===== config.mk =====
export PLATFORM = sky130hd
export DESIGN_NAME = mean_and_std_dev_accumulator
export DESIGN_NICKNAME = d
export VERILOG_FILES = /design/src/rtl/core/msd_pkg.sv /design/src/rtl/core/mean_and_std_dev_accumulator.sv /design/src/rtl/core/msd_accum.sv /design/src/rtl/core/msd_addsub.sv /design/src/rtl/core/msd_seq.sv
export VERILOG_INCLUDE_DIRS = /design/src /design/src/rtl/core
export SDC_FILE = /design/constraint.sdc
export NUM_CORES = 2
export LEC_CHECK = 0
export ABC_AREA = 1
export BUFFER_PORTS_ARGS = -buffer_cell sky130_fd_sc_hd__buf_2
export CAP_MARGIN = 20
export CELL_PAD_IN_SITES_DETAIL_PLACEMENT = 0
export CELL_PAD_IN_SITES_GLOBAL_PLACEMENT = 2
export CORE_UTILIZATION = 36
export CTS_BUF_LIST = sky130_fd_sc_hd__clkbuf_16
export CTS_CLUSTER_SIZE = 30
export DETAILED_ROUTE_END_ITERATION = 8
export HOLD_SLACK_MARGIN = 0.15
export PLACE_DENSITY = 0.77
export SYNTH_ARGS = -nofsm -noshare
export SYNTH_HDL_FRONTEND = slang
export SYNTH_SLANG_ARGS = --single-unit
export TNS_END_PERCENT = 10

===== constraint.sdc =====
create_clock -name clk_i -period 7.6 [get_ports clk_i]
set_input_delay 0.38 -clock clk_i [delete_from_list [all_inputs] [get_ports clk_i]]
set_output_delay 0.38 -clock clk_i [all_outputs]
set_load 0.02 [all_outputs]

===== src/rtl/core/mean_and_std_dev_accumulator_macros.svh =====
// Assertion helpers for the mean and deviation accumulator.
// Each use expands to one labeled concurrent assertion on the rising clock edge,
// disabled while the active-low reset is asserted.
`ifndef MEAN_AND_STD_DEV_ACCUMULATOR_MACROS_SVH
`define MEAN_AND_STD_DEV_ACCUMULATOR_MACROS_SVH

// Same-cycle implication.
`define MSD_ASSERT_IMPL(name, clk, rst_n, ante, cons, msg) \
  name: assert property (@(posedge clk) disable iff (!rst_n) (ante) |-> (cons)) \
    else $error(msg);

// Next-cycle implication.
`define MSD_ASSERT_NEXT(name, clk, rst_n, ante, cons, msg) \
  name: assert property (@(posedge clk) disable iff (!rst_n) (ante) |=> (cons)) \
    else $error(msg);

`endif


===== src/rtl/core/msd_pkg.sv =====
package msd_pkg;

  // Field and datapath widths
  localparam int unsigned SampleW = 24;
  localparam int unsigned CountW  = 17;
  localparam int unsigned SumW    = 40;
  localparam int unsigned SqSumW  = 64;
  localparam int unsigned SquareW = 48;
  localparam int unsigned WideW   = 80;
  localparam int unsigned DenW    = 32;
  localparam int unsigned RootW   = 64;
  localparam int unsigned IterW   = 7;

  // Samples beyond this count in one sequence are dropped
  localparam logic [CountW-1:0] MaxSamples = 17'd65536;

  // Iteration counts of the shared add/subtract unit per phase
  localparam logic [IterW-1:0] MulCountIters = 7'd17;
  localparam logic [IterW-1:0] SqIters       = 7'd40;
  localparam logic [IterW-1:0] DivVarIters   = 7'd80;
  localparam logic [IterW-1:0] RootIters     = 7'd32;
  localparam logic [IterW-1:0] DivMeanIters  = 7'd40;

  // First trial bit of the bitwise square root
  localparam logic [RootW-1:0] RootFirstBit = RootW'(1) << (RootW - 2);

  typedef enum logic [3:0] {
    SeqIdle,
    SeqLoad,
    SeqMulN,
    SeqMulSq,
    SeqDiff,
    SeqMulDen,
    SeqDivVar,
    SeqRoot,
    SeqDivMean,
    SeqDone
  } seq_state_e;

  // Running sums of one sequence
  typedef struct packed {
    logic signed [SumW-1:0] sum;
    logic [SqSumW-1:0]      sq_sum;
    logic [CountW-1:0]      count;
  } acc_t;

  // Finished statistics from the sequencer
  typedef struct packed {
    logic                      done;
    logic signed [SampleW-1:0] mean;
    logic [SampleW-1:0]        std_dev;
  } seq_res_t;

endpackage


===== src/rtl/core/mean_and_std_dev_accumulator.sv =====
// Mean and sample standard deviation of a stream of signed Q16.8 samples.
// Input channel (in_valid_i / in_stall_o): one sample per transfer. Samples with
// sample_valid_i low are skipped; beyond 65536 valid samples further ones are dropped.
// Items without last_sample_i are taken one per cycle while the input is not stalled and give no result.
// A transfer with last_sample_i high ends the sequence. The block then stalls its
// input and runs one add/subtract unit under a sequencer: n*S2, S1^2, difference,
// n*(n-1), variance divide, square root and mean divide. With one valid sample only
// the mean divide runs; with none both statistics are zero. The input is ready
// again in the cycle the result shows up.
// Output channel (out_valid_o / out_stall_i): one result transfer per sequence from
// an output register. While the receiver stalls, the result holds and a newer
// result waits in the sequencer; the input stays stalled until it is handed over.
// The sums clear once a result is handed to the output register.
// Reset (rst_ni low) clears the sums, the sequencer and the output valid.
`include "mean_and_std_dev_accumulator_macros.svh"

module mean_and_std_dev_accumulator import msd_pkg::*; (
  input  logic                      clk_i,
  input  logic                      rst_ni,
  input  logic                      in_valid_i,
  output logic                      in_stall_o,
  input  logic signed [SampleW-1:0] sample_i,
  input  logic                      sample_valid_i,
  input  logic                      last_sample_i,
  output logic                      out_valid_o,
  input  logic                      out_stall_i,
  output logic signed [SampleW-1:0] mean_o,
  output logic [SampleW-1:0]        std_dev_o,
  output logic [CountW-1:0]         valid_count_o,
  output logic                      mean_defined_o
);

  acc_t     acc;
  seq_res_t seq_res;
  logic     busy;
  logic     in_xfer;
  logic     res_ready;

  logic                      out_valid_q, out_valid_d;
  logic signed [SampleW-1:0] mean_q;
  logic [SampleW-1:0]        std_dev_q;
  logic [CountW-1:0]         count_q;
  logic                      defined_q;

  assign in_stall_o = busy;
  assign in_xfer    = in_valid_i && !in_stall_o;
  assign res_ready  = !out_valid_q || !out_stall_i;

  msd_accum u_accum (
    .clk_i    (clk_i),
    .rst_ni   (rst_ni),
    .add_i    (in_xfer && sample_valid_i),
    .sample_i (sample_i),
    .clear_i  (seq_res.done),
    .acc_o    (acc)
  );

  msd_seq u_seq (
    .clk_i       (clk_i),
    .rst_ni      (rst_ni),
    .start_i     (in_xfer && last_sample_i),
    .res_ready_i (res_ready),
    .acc_i       (acc),
    .busy_o      (busy),
    .res_o       (seq_res)
  );

  // Output register: load a finished result, drop valid once transferred
  always_comb begin
    out_valid_d = out_valid_q && out_stall_i;
    if (seq_res.done) begin
      out_valid_d = 1'b1;
    end
  end

  always_ff @(posedge clk_i or negedge rst_ni) begin
    if (!rst_ni) begin
      out_valid_q <= 1'b0;
    end else begin
      out_valid_q <= out_valid_d;
    end
  end

  always_ff @(posedge clk_i) begin
    if (seq_res.done) begin
      mean_q    <= seq_res.mean;
      std_dev_q <= seq_res.std_dev;
      count_q   <= acc.count;
      defined_q <= |acc.count;
    end
  end

  assign out_valid_o    = out_valid_q;
  assign mean_o         = mean_q;
  assign std_dev_o      = std_dev_q;
  assign valid_count_o  = count_q;
  assign mean_defined_o = defined_q;

  `MSD_ASSERT_NEXT(a_last_stalls_input, clk_i, rst_ni, in_valid_i && !in_stall_o && last_sample_i, in_stall_o, "input not stalled after last transfer")
  `MSD_ASSERT_NEXT(a_sums_clear_after_result, clk_i, rst_ni, seq_res.done, acc.count == '0, "sums not cleared after result")
  `MSD_ASSERT_IMPL(a_dev_zero_small_count, clk_i, rst_ni, out_valid_o && (valid_count_o < CountW'(2)), std_dev_o == '0, "deviation nonzero with fewer than two samples")

endmodule


===== src/rtl/core/msd_accum.sv =====
module msd_accum import msd_pkg::*; (
  input  logic                      clk_i,
  input  logic                      rst_ni,
  input  logic                      add_i,
  input  logic signed [SampleW-1:0] sample_i,
  input  logic                      clear_i,
  output acc_t                      acc_o
);

  acc_t                      acc_q, acc_d;
  logic signed [SquareW-1:0] square;

  assign square = sample_i * sample_i;

  // Add a valid sample unless the sequence is full; clear after a result
  always_comb begin
    acc_d = acc_q;
    if (clear_i) begin
      acc_d = '0;
    end else if (add_i && (acc_q.count < MaxSamples)) begin
      acc_d.sum    = acc_q.sum + SumW'(sample_i);
      acc_d.sq_sum = acc_q.sq_sum + SqSumW'($unsigned(square));
      acc_d.count  = acc_q.count + 1'b1;
    end
  end

  always_ff @(posedge clk_i or negedge rst_ni) begin
    if (!rst_ni) begin
      acc_q <= '0;
    end else begin
      acc_q <= acc_d;
    end
  end

  assign acc_o = acc_q;

endmodule


===== src/rtl/core/msd_addsub.sv =====
module msd_addsub import msd_pkg::*; (
  input  logic [WideW-1:0] a_i,
  input  logic [WideW-1:0] b_i,
  input  logic             sub_i,
  output logic [WideW-1:0] res_o,
  output logic             carry_o
);

  logic [WideW:0]   full;
  logic [WideW-1:0] b_eff;

  // Subtract as add of the complement; carry out high means no borrow
  assign b_eff = sub_i ? ~b_i : b_i;
  assign full  = {1'b0, a_i} + {1'b0, b_eff} + {{WideW{1'b0}}, sub_i};

  assign res_o   = full[WideW-1:0];
  assign carry_o = full[WideW];

endmodule


===== src/rtl/core/msd_seq.sv =====
module msd_seq import msd_pkg::*; (
  input  logic     clk_i,
  input  logic     rst_ni,
  input  logic     start_i,
  input  logic     res_ready_i,
  input  acc_t     acc_i,
  output logic     busy_o,
  output seq_res_t res_o
);

  seq_state_e         state_q, state_d;
  logic [IterW-1:0]   iter_q, iter_d;
  logic [WideW-1:0]   work_q, work_d;
  logic [WideW-1:0]   opnd_q, opnd_d;
  logic [SumW-1:0]    mplr_q, mplr_d;
  logic [SumW-1:0]    mag_q, mag_d;
  logic [WideW-1:0]   num_q, num_d;
  logic [DenW-1:0]    den_q, den_d;
  logic [DenW-1:0]    rem_q, rem_d;
  logic [RootW-1:0]   root_q, root_d;
  logic [SampleW-1:0] mean_q, mean_d;
  logic [SampleW-1:0] dev_q, dev_d;

  // Shared unit ports
  logic [WideW-1:0] add_a, add_b, add_res;
  logic             add_sub, add_carry;

  logic               last_iter;
  logic [WideW-1:0]   mul_sum;
  logic [DenW:0]      rem_sh;
  logic [DenW-1:0]    rem_next;
  logic [WideW-1:0]   work_div;
  logic [RootW-1:0]   var_sat;
  logic [RootW-1:0]   root_next;
  logic [SampleW-1:0] dev_sat;
  logic [SampleW-1:0] quo;
  logic [SumW-1:0]    load_mag;
  logic               sum_neg;

  msd_addsub u_addsub (
    .a_i     (add_a),
    .b_i     (add_b),
    .sub_i   (add_sub),
    .res_o   (add_res),
    .carry_o (add_carry)
  );

  // Route operands of the shared unit by phase
  always_comb begin
    add_a   = work_q;
    add_b   = opnd_q;
    add_sub = 1'b0;
    case (state_q)
      SeqLoad: begin
        add_a   = '0;
        add_b   = WideW'(acc_i.sum);
        add_sub = 1'b1;
      end
      SeqDiff: begin
        add_a   = num_q;
        add_b   = work_q;
        add_sub = 1'b1;
      end
      SeqDivVar, SeqDivMean: begin
        add_a   = WideW'(rem_sh);
        add_b   = WideW'(den_q);
        add_sub = 1'b1;
      end
      SeqRoot: begin
        add_a   = work_q;
        add_b   = WideW'(root_q | opnd_q[RootW-1:0]);
        add_sub = 1'b1;
      end
      default: begin
        add_a   = work_q;
        add_b   = opnd_q;
        add_sub = 1'b0;
      end
    endcase
  end

  // Step results shared by the phases
  assign last_iter = (iter_q == IterW'(1));
  assign mul_sum   = mplr_q[0] ? add_res : work_q;
  assign rem_sh    = {rem_q, work_q[WideW-1]};
  assign rem_next  = add_carry ? add_res[DenW-1:0] : rem_sh[DenW-1:0];
  assign work_div  = {work_q[WideW-2:0], add_carry};
  assign var_sat   = (|work_div[WideW-1:RootW]) ? '1 : work_div[RootW-1:0];
  assign root_next = add_carry ? ((root_q >> 1) | opnd_q[RootW-1:0]) : (root_q >> 1);
  assign dev_sat   = (|root_next[RootW-1:SampleW]) ? '1 : root_next[SampleW-1:0];
  assign quo       = work_div[SampleW-1:0];
  assign sum_neg   = acc_i.sum[SumW-1];
  assign load_mag  = sum_neg ? add_res[SumW-1:0] : $unsigned(acc_i.sum);

  // Sequence the phases: products, difference, denominator product, divide, root, mean divide
  always_comb begin
    state_d = state_q;
    iter_d  = iter_q;
    work_d  = work_q;
    opnd_d  = opnd_q;
    mplr_d  = mplr_q;
    mag_d   = mag_q;
    num_d   = num_q;
    den_d   = den_q;
    rem_d   = rem_q;
    root_d  = root_q;
    mean_d  = mean_q;
    dev_d   = dev_q;
    res_o   = '0;
    case (state_q)
      SeqIdle: begin
        if (start_i) begin
          state_d = SeqLoad;
        end
      end
      SeqLoad: begin
        mag_d = load_mag;
        if (acc_i.count == '0) begin
          mean_d  = '0;
          dev_d   = '0;
          state_d = SeqDone;
        end else if (acc_i.count == CountW'(1)) begin
          dev_d   = '0;
          work_d  = {load_mag, {(WideW-SumW){1'b0}}};
          rem_d   = '0;
          den_d   = DenW'(acc_i.count);
          iter_d  = DivMeanIters;
          state_d = SeqDivMean;
        end else begin
          work_d  = '0;
          opnd_d  = WideW'(acc_i.sq_sum);
          mplr_d  = SumW'(acc_i.count);
          iter_d  = MulCountIters;
          state_d = SeqMulN;
        end
      end
      SeqMulN, SeqMulSq, SeqMulDen: begin
        work_d = mul_sum;
        opnd_d = opnd_q << 1;
        mplr_d = mplr_q >> 1;
        iter_d = iter_q - 1'b1;
        if (last_iter) begin
          if (state_q == SeqMulN) begin
            num_d   = mul_sum;
            work_d  = '0;
            opnd_d  = WideW'(mag_q);
            mplr_d  = mag_q;
            iter_d  = SqIters;
            state_d = SeqMulSq;
          end else if (state_q == SeqMulSq) begin
            state_d = SeqDiff;
          end else begin
            den_d   = mul_sum[DenW-1:0];
            work_d  = num_q;
            rem_d   = '0;
            iter_d  = DivVarIters;
            state_d = SeqDivVar;
          end
        end
      end
      SeqDiff: begin
        num_d   = add_res;
        work_d  = '0;
        opnd_d  = WideW'(acc_i.count);
        mplr_d  = SumW'(acc_i.count - 1'b1);
        iter_d  = MulCountIters;
        state_d = SeqMulDen;
      end
      SeqDivVar: begin
        work_d = work_div;
        rem_d  = rem_next;
        iter_d = iter_q - 1'b1;
        if (last_iter) begin
          work_d  = WideW'(var_sat);
          opnd_d  = WideW'(RootFirstBit);
          root_d  = '0;
          iter_d  = RootIters;
          state_d = SeqRoot;
        end
      end
      SeqRoot: begin
        if (add_carry) begin
          work_d = add_res;
        end
        root_d = root_next;
        opnd_d = opnd_q >> 2;
        iter_d = iter_q - 1'b1;
        if (last_iter) begin
          dev_d   = dev_sat;
          work_d  = {mag_q, {(WideW-SumW){1'b0}}};
          rem_d   = '0;
          den_d   = DenW'(acc_i.count);
          iter_d  = DivMeanIters;
          state_d = SeqDivMean;
        end
      end
      SeqDivMean: begin
        work_d = work_div;
        rem_d  = rem_next;
        iter_d = iter_q - 1'b1;
        if (last_iter) begin
          mean_d  = sum_neg ? (SampleW'(0) - quo) : quo;
          state_d = SeqDone;
        end
      end
      SeqDone: begin
        // Hold until the output register can take the result
        if (res_ready_i) begin
          res_o.done = 1'b1;
          state_d    = SeqIdle;
        end
      end
      default: begin
        state_d = SeqIdle;
      end
    endcase
    res_o.mean    = $signed(mean_q);
    res_o.std_dev = dev_q;
  end

  always_ff @(posedge clk_i or negedge rst_ni) begin
    if (!rst_ni) begin
      state_q <= SeqIdle;
      iter_q  <= '0;
    end else begin
      state_q <= state_d;
      iter_q  <= iter_d;
    end
  end

  // Datapath registers
  always_ff @(posedge clk_i) begin
    work_q <= work_d;
    opnd_q <= opnd_d;
    mplr_q <= mplr_d;
    mag_q  <= mag_d;
    num_q  <= num_d;
    den_q  <= den_d;
    rem_q  <= rem_d;
    root_q <= root_d;
    mean_q <= mean_d;
    dev_q  <= dev_d;
  end

  assign busy_o = (state_q != SeqIdle);

endmodule


==> qor.log <==
qor: logic_synthesis.synth.cell_area 66990 sq um
qor: worst_setup_path.cp.arrival 8200 ps
qor: timing.timing.fmax 131.5 MHz
qor: detailed_routing.postRouteWirelength 283300 um
qor: die.die-width 433.4 um
qor: worst_setup_path.path_max_fanout 7
qor: detailed_routing.first_pass_iteration_count_of_the_detailed_router 8
qor: cts.clk_transition_reported_paths 60 ps
qor: outcome.failed_checks negative setup slack
qor: timing.final-max-slew-violation-count 0
qor: detailed_routing.vias 63000
qor: logic_synthesis.syn-instance-count 8426
qor: logic_synthesis.syn_nets 9342
qor: hold_path.hold_startpoint sample_i[0]
qor: detailed_routing.vias_per_cell 5.421
qor: job.maxCapViolCount 0
qor: worst_setup_path.worst_setup_path_start_kind input port
qor: logic_synthesis.avgSynthCellArea 7.950 sq um
qor: global_route.maximum_number_of_pins_on_one_net_before_global_route_repair 135
qor: detailed_routing.drtIter0Drc 6483
qor: worst_setup_path.timing.reg2reg.worst_path_depth 32
qor: logic_synthesis.synthFlopType edfxtp_1
qor: die.initial_core_util 0.3643
qor: die.top_ports 98
qor: die.coreArea 183900 sq um
qor: logic_synthesis.postSynth.asyncResetShare 0.1914
qor: global_route.antenna_found_initial 10
qor: outcome.run_status finished, violations left
qor: cts.clock-root-buffer clkbuf_16
qor: timing.finalClockSkew 47.65 ps
qor: cts.clock_tree.htree_level_count 3
qor: detailed_routing.final_routed_wire_length_divided_by_cell_count 24.38 um
qor: logic_synthesis.synth_seq_cells 695
qor: cts.cts_tree built
qor: worst_setup_path.cpMostUsedCell fa_1
qor: cells_and_area.layout.nets 10010
qor: cells_and_area.final_layout_size_suffix_gt1_frac 0.1594
qor: logic_synthesis.synth_seq_area_share 0.3016
qor: global_route.grt_pass1_wl 414400 um
qor: timing.timing.slew.headroom 0.04416
qor: hold_path.min_delay_path_depth 5
qor: cts.number_of_sinks_on_the_clock_net 695
qor: worst_setup_path.worst_path_max_delay_cell fa_1
qor: cells_and_area.syn_to_final_growth 20.54%
qor: global_route.global_route.usage.total 0.2992
qor: placed_design.port-buffer-count 97
qor: worst_setup_path.crit_path_max_incr_delay 540 ps
qor: logic_synthesis.number_of_synthesized_flops_with_an_enable_pin 562
qor: cts.cts-buffers-inserted 81
qor: timing.timing.final.crit_period 7604 ps
qor: worst_setup_path.setup.worst_path.end_class flop
qor: timing.timing_worst_slew_pin_value 1419 ps
qor: cts.cts-root-to-sink-buffers 3
qor: worst_setup_path.crit-reg2reg-launch u_seq.state_q[0]$_DFFE_PN0P_
qor: global_route.global_route.overflow_total 0
qor: worst_setup_path.setup.worst_path.class input port to flop
qor: timing.setup_viol 1
qor: cts.clkLatencyLatePin 740 ps
qor: placed_design.finalWeightedCongestion 0.9596
qor: logic_synthesis.ys.warnings.count 0
qor: worst_setup_path.reg2reg_to u_seq.mean_q[22]$_SDFFCE_PN0P_
qor: placed_design.preCtsSetupSlack -1471 ps
qor: global_route.number_of_global_route_vias_before_repair 61650
qor: hold_path.hold-path-endpoint u_accum.acc_o[81]$_DFFE_PN0P_
qor: die.die-area 187800 sq um
qor: timing.grt_setup_unrepaired yes
qor: worst_setup_path.cp_data_required_time 8190 ps
qor: hold_path.hp-class input port to flop
qor: placed_design.dp_hpwl 224500 um
qor: worst_setup_path.ff2ff_setup_slack 1120 ps
qor: die.vert_die_dim 433.4 um
qor: timing.final_hold_viol_count 0
qor: timing.setup_slack -4.417 ps
qor: logic_synthesis.yosys.cell_types.count 70
qor: detailed_routing.post-route-drc-count 0
qor: timing.final_min_period_over_clock_period 1.001
qor: detailed_routing.drt.antenna.violating_nets 0
qor: die.placementRows 157
[registers in the layout, summed over array words and instances (netlist names)]
| signal | cells |
|---|---|
| u_accum.acc_o | 121 |
| u_seq.num_q | 80 |
| u_seq.opnd_q | 80 |
| u_seq.work_q | 80 |
| u_seq.root_q | 64 |
| u_seq.mag_q | 40 |
| u_seq.mplr_q | 40 |
| u_seq.den_q | 32 |
| u_seq.rem_q | 32 |
| mean_o | 24 |
| std_dev_o | 24 |
| u_seq.dev_q | 24 |
| u_seq.mean_q | 24 |
| valid_count_o | 17 |
| u_seq.iter_q | 7 |
| u_seq.state_q | 4 |
| mean_defined_o | 1 |
| out_valid_o | 1 |
[placed cells by master, fill, tap and decap left out, drive strengths merged, types with 5 or more instances in the layout]
cell type  instances
o22a               7
fa               563
o211ai            81
nand4             39
a221oi            51
o221ai            79
inv             1721
or2               25
a21o              30
clkbuf            89
xnor2             48
mux2i              9
a21oi            627
bufinv             6
buf              895
dfrtp            133
o211a              5
a2111oi           17
a22oi             28
o22ai            142
clkinv            45
nand2           1588
o21ai            666
nand3            224
nand3b            10
o21a              25
o21bai            21
and2               5
o31ai             13
nor3              85
xor2              86
a21boi            12
o2111ai           37
ha               323
nor2             695
clkinvlp           8
a31oi             47
edfxtp           562
nor4              31
a211oi            44
[critical path, delay by kind of cell]
kind,cells,cell delay [ps]
simple gates,11,1100
xor+xnor,1,160
fa+ha+maj,9,4200
compound gates,6,1020
buf+inv,11,1300
[stage by stage]
stage | area (sq um) | instances | TNS [ps] | hold WS [ps] | util
global placement | 75340 | 11400 | -43460 | 401.3 | 0.4098
floorplan | 67260 | 8426 | -27.45 | 84.41 | -
global route | 80740 | 11620 | -6349 | 321.8 | 0.4391
detailed placement | 75420 | 11400 | -46330 | 404.5 | 0.4102
finish | 80750 | 11620 | -4.417 | 318.2 | 0.4392
CTS | 79090 | 11580 | -83.74 | 306.3 | 0.4301
[layer usage]
metal | routed length (um) | track usage
met3 | 22490 | 0.04888
met5 | 14 | 0
met1 | 125900 | 0.4250
met4 | 11020 | 0.09935
met2 | 123900 | 0.4608
[cell type report]
cell class,instances,area (sq um)
Fill cell,18720,103100
Sequential cell,695,20210
Inverter,1712,6450
Antenna cell,2,5.005
Tap cell,2464,3083
Timing Repair Buffer,905,7421
Multi-Input combinational cell,5695,40940
Clock buffer,82,2052
Clock inverter,68,595.6
[cell usage after synthesis, drive strengths merged (4+ instances only)]
master	number	area, sq um
or2	25	156.4
nand2	1588	5983
o211a	5	50.05
nand4	39	244.0
a211oi	44	330.3
o21bai	21	157.7
a2111oi	17	148.9
o31ai	13	97.59
buf	58	289.0
dfrtp	133	3328
a21o	30	225.2
edfxtp	562	16880
nor3	85	425.4
a2bb2oi	4	35.03
a21boi	12	90.09
fa	563	11270
nor2	695	2650
a221oi	51	446.7
and3	4	25.02
mux2i	9	90.09
a22oi	28	210.2
xor2	86	760.7
inv	1707	6407
o21a	25	187.7
a32oi	4	35.03
xnor2	48	420.4
and2	5	31.28
a21oi	627	3146
nand3b	10	75.07
clkbuf	266	998.5
o2111ai	37	324.1
o211ai	81	608.1
o221ai	79	691.9
nand3	224	1144
o22a	7	61.31
nor4	31	193.9
ha	323	4041
a31oi	47	294.0
o22ai	142	888.4
o21ai	666	3348
clkinv	5	18.77
[worst max-delay path by stage]
stage | cells after the start | endpoint | slack [ps] | startpoint
after floorplan | 37 | u_accum.acc_o[79]$_DFFE_PN0P_ | -20 | sample_i[0]
after global placement | 37 | u_accum.acc_o[79]$_DFFE_PN0P_ | -1370 | sample_i[8]
after detailed placement | 36 | u_accum.acc_o[71]$_DFFE_PN0P_ | -1470 | sample_i[8]
after CTS | 42 | u_accum.acc_o[73]$_DFFE_PN0P_ | -30 | sample_i[7]
after global routing | 43 | u_accum.acc_o[76]$_DFFE_PN0P_ | -390 | sample_i[13]
final | 38 | u_accum.acc_o[73]$_DFFE_PN0P_ | -4 | sample_i[12]
[repair_timing]
| item | CTS | global route |
|---|---|---|
| gates cloned | 2 | 5 |
| pin swaps | 74 | 213 |
| hold buffers | 2 | 1 |
| resized for setup | 190 | 331 |
| buffers inserted | 24 | 30 |
| endpoints found under the setup margin | 37 | 41 |
| endpoints found under the hold margin | 91 | 11 |
[kinds of logic (layout without fill, tap and decap cells)]
group / Yosys count / after routing / synth area share
buf+inv: 2036 / 2767 / 0.1151
xor+xnor: 134 / 134 / 0.01763
flops: 695 / 695 / 0.3016
fa+ha+maj: 886 / 886 / 0.2286
other cells: 0 / 2 / 0
simple gates: 2709 / 2709 / 0.1635
compound gates: 1957 / 1957 / 0.1722
mux: 9 / 9 / 0.001345
Power is left out: the tool's default activity adds up to more than one toggle a clock period on the data nets, which glitch-free logic cannot reach.
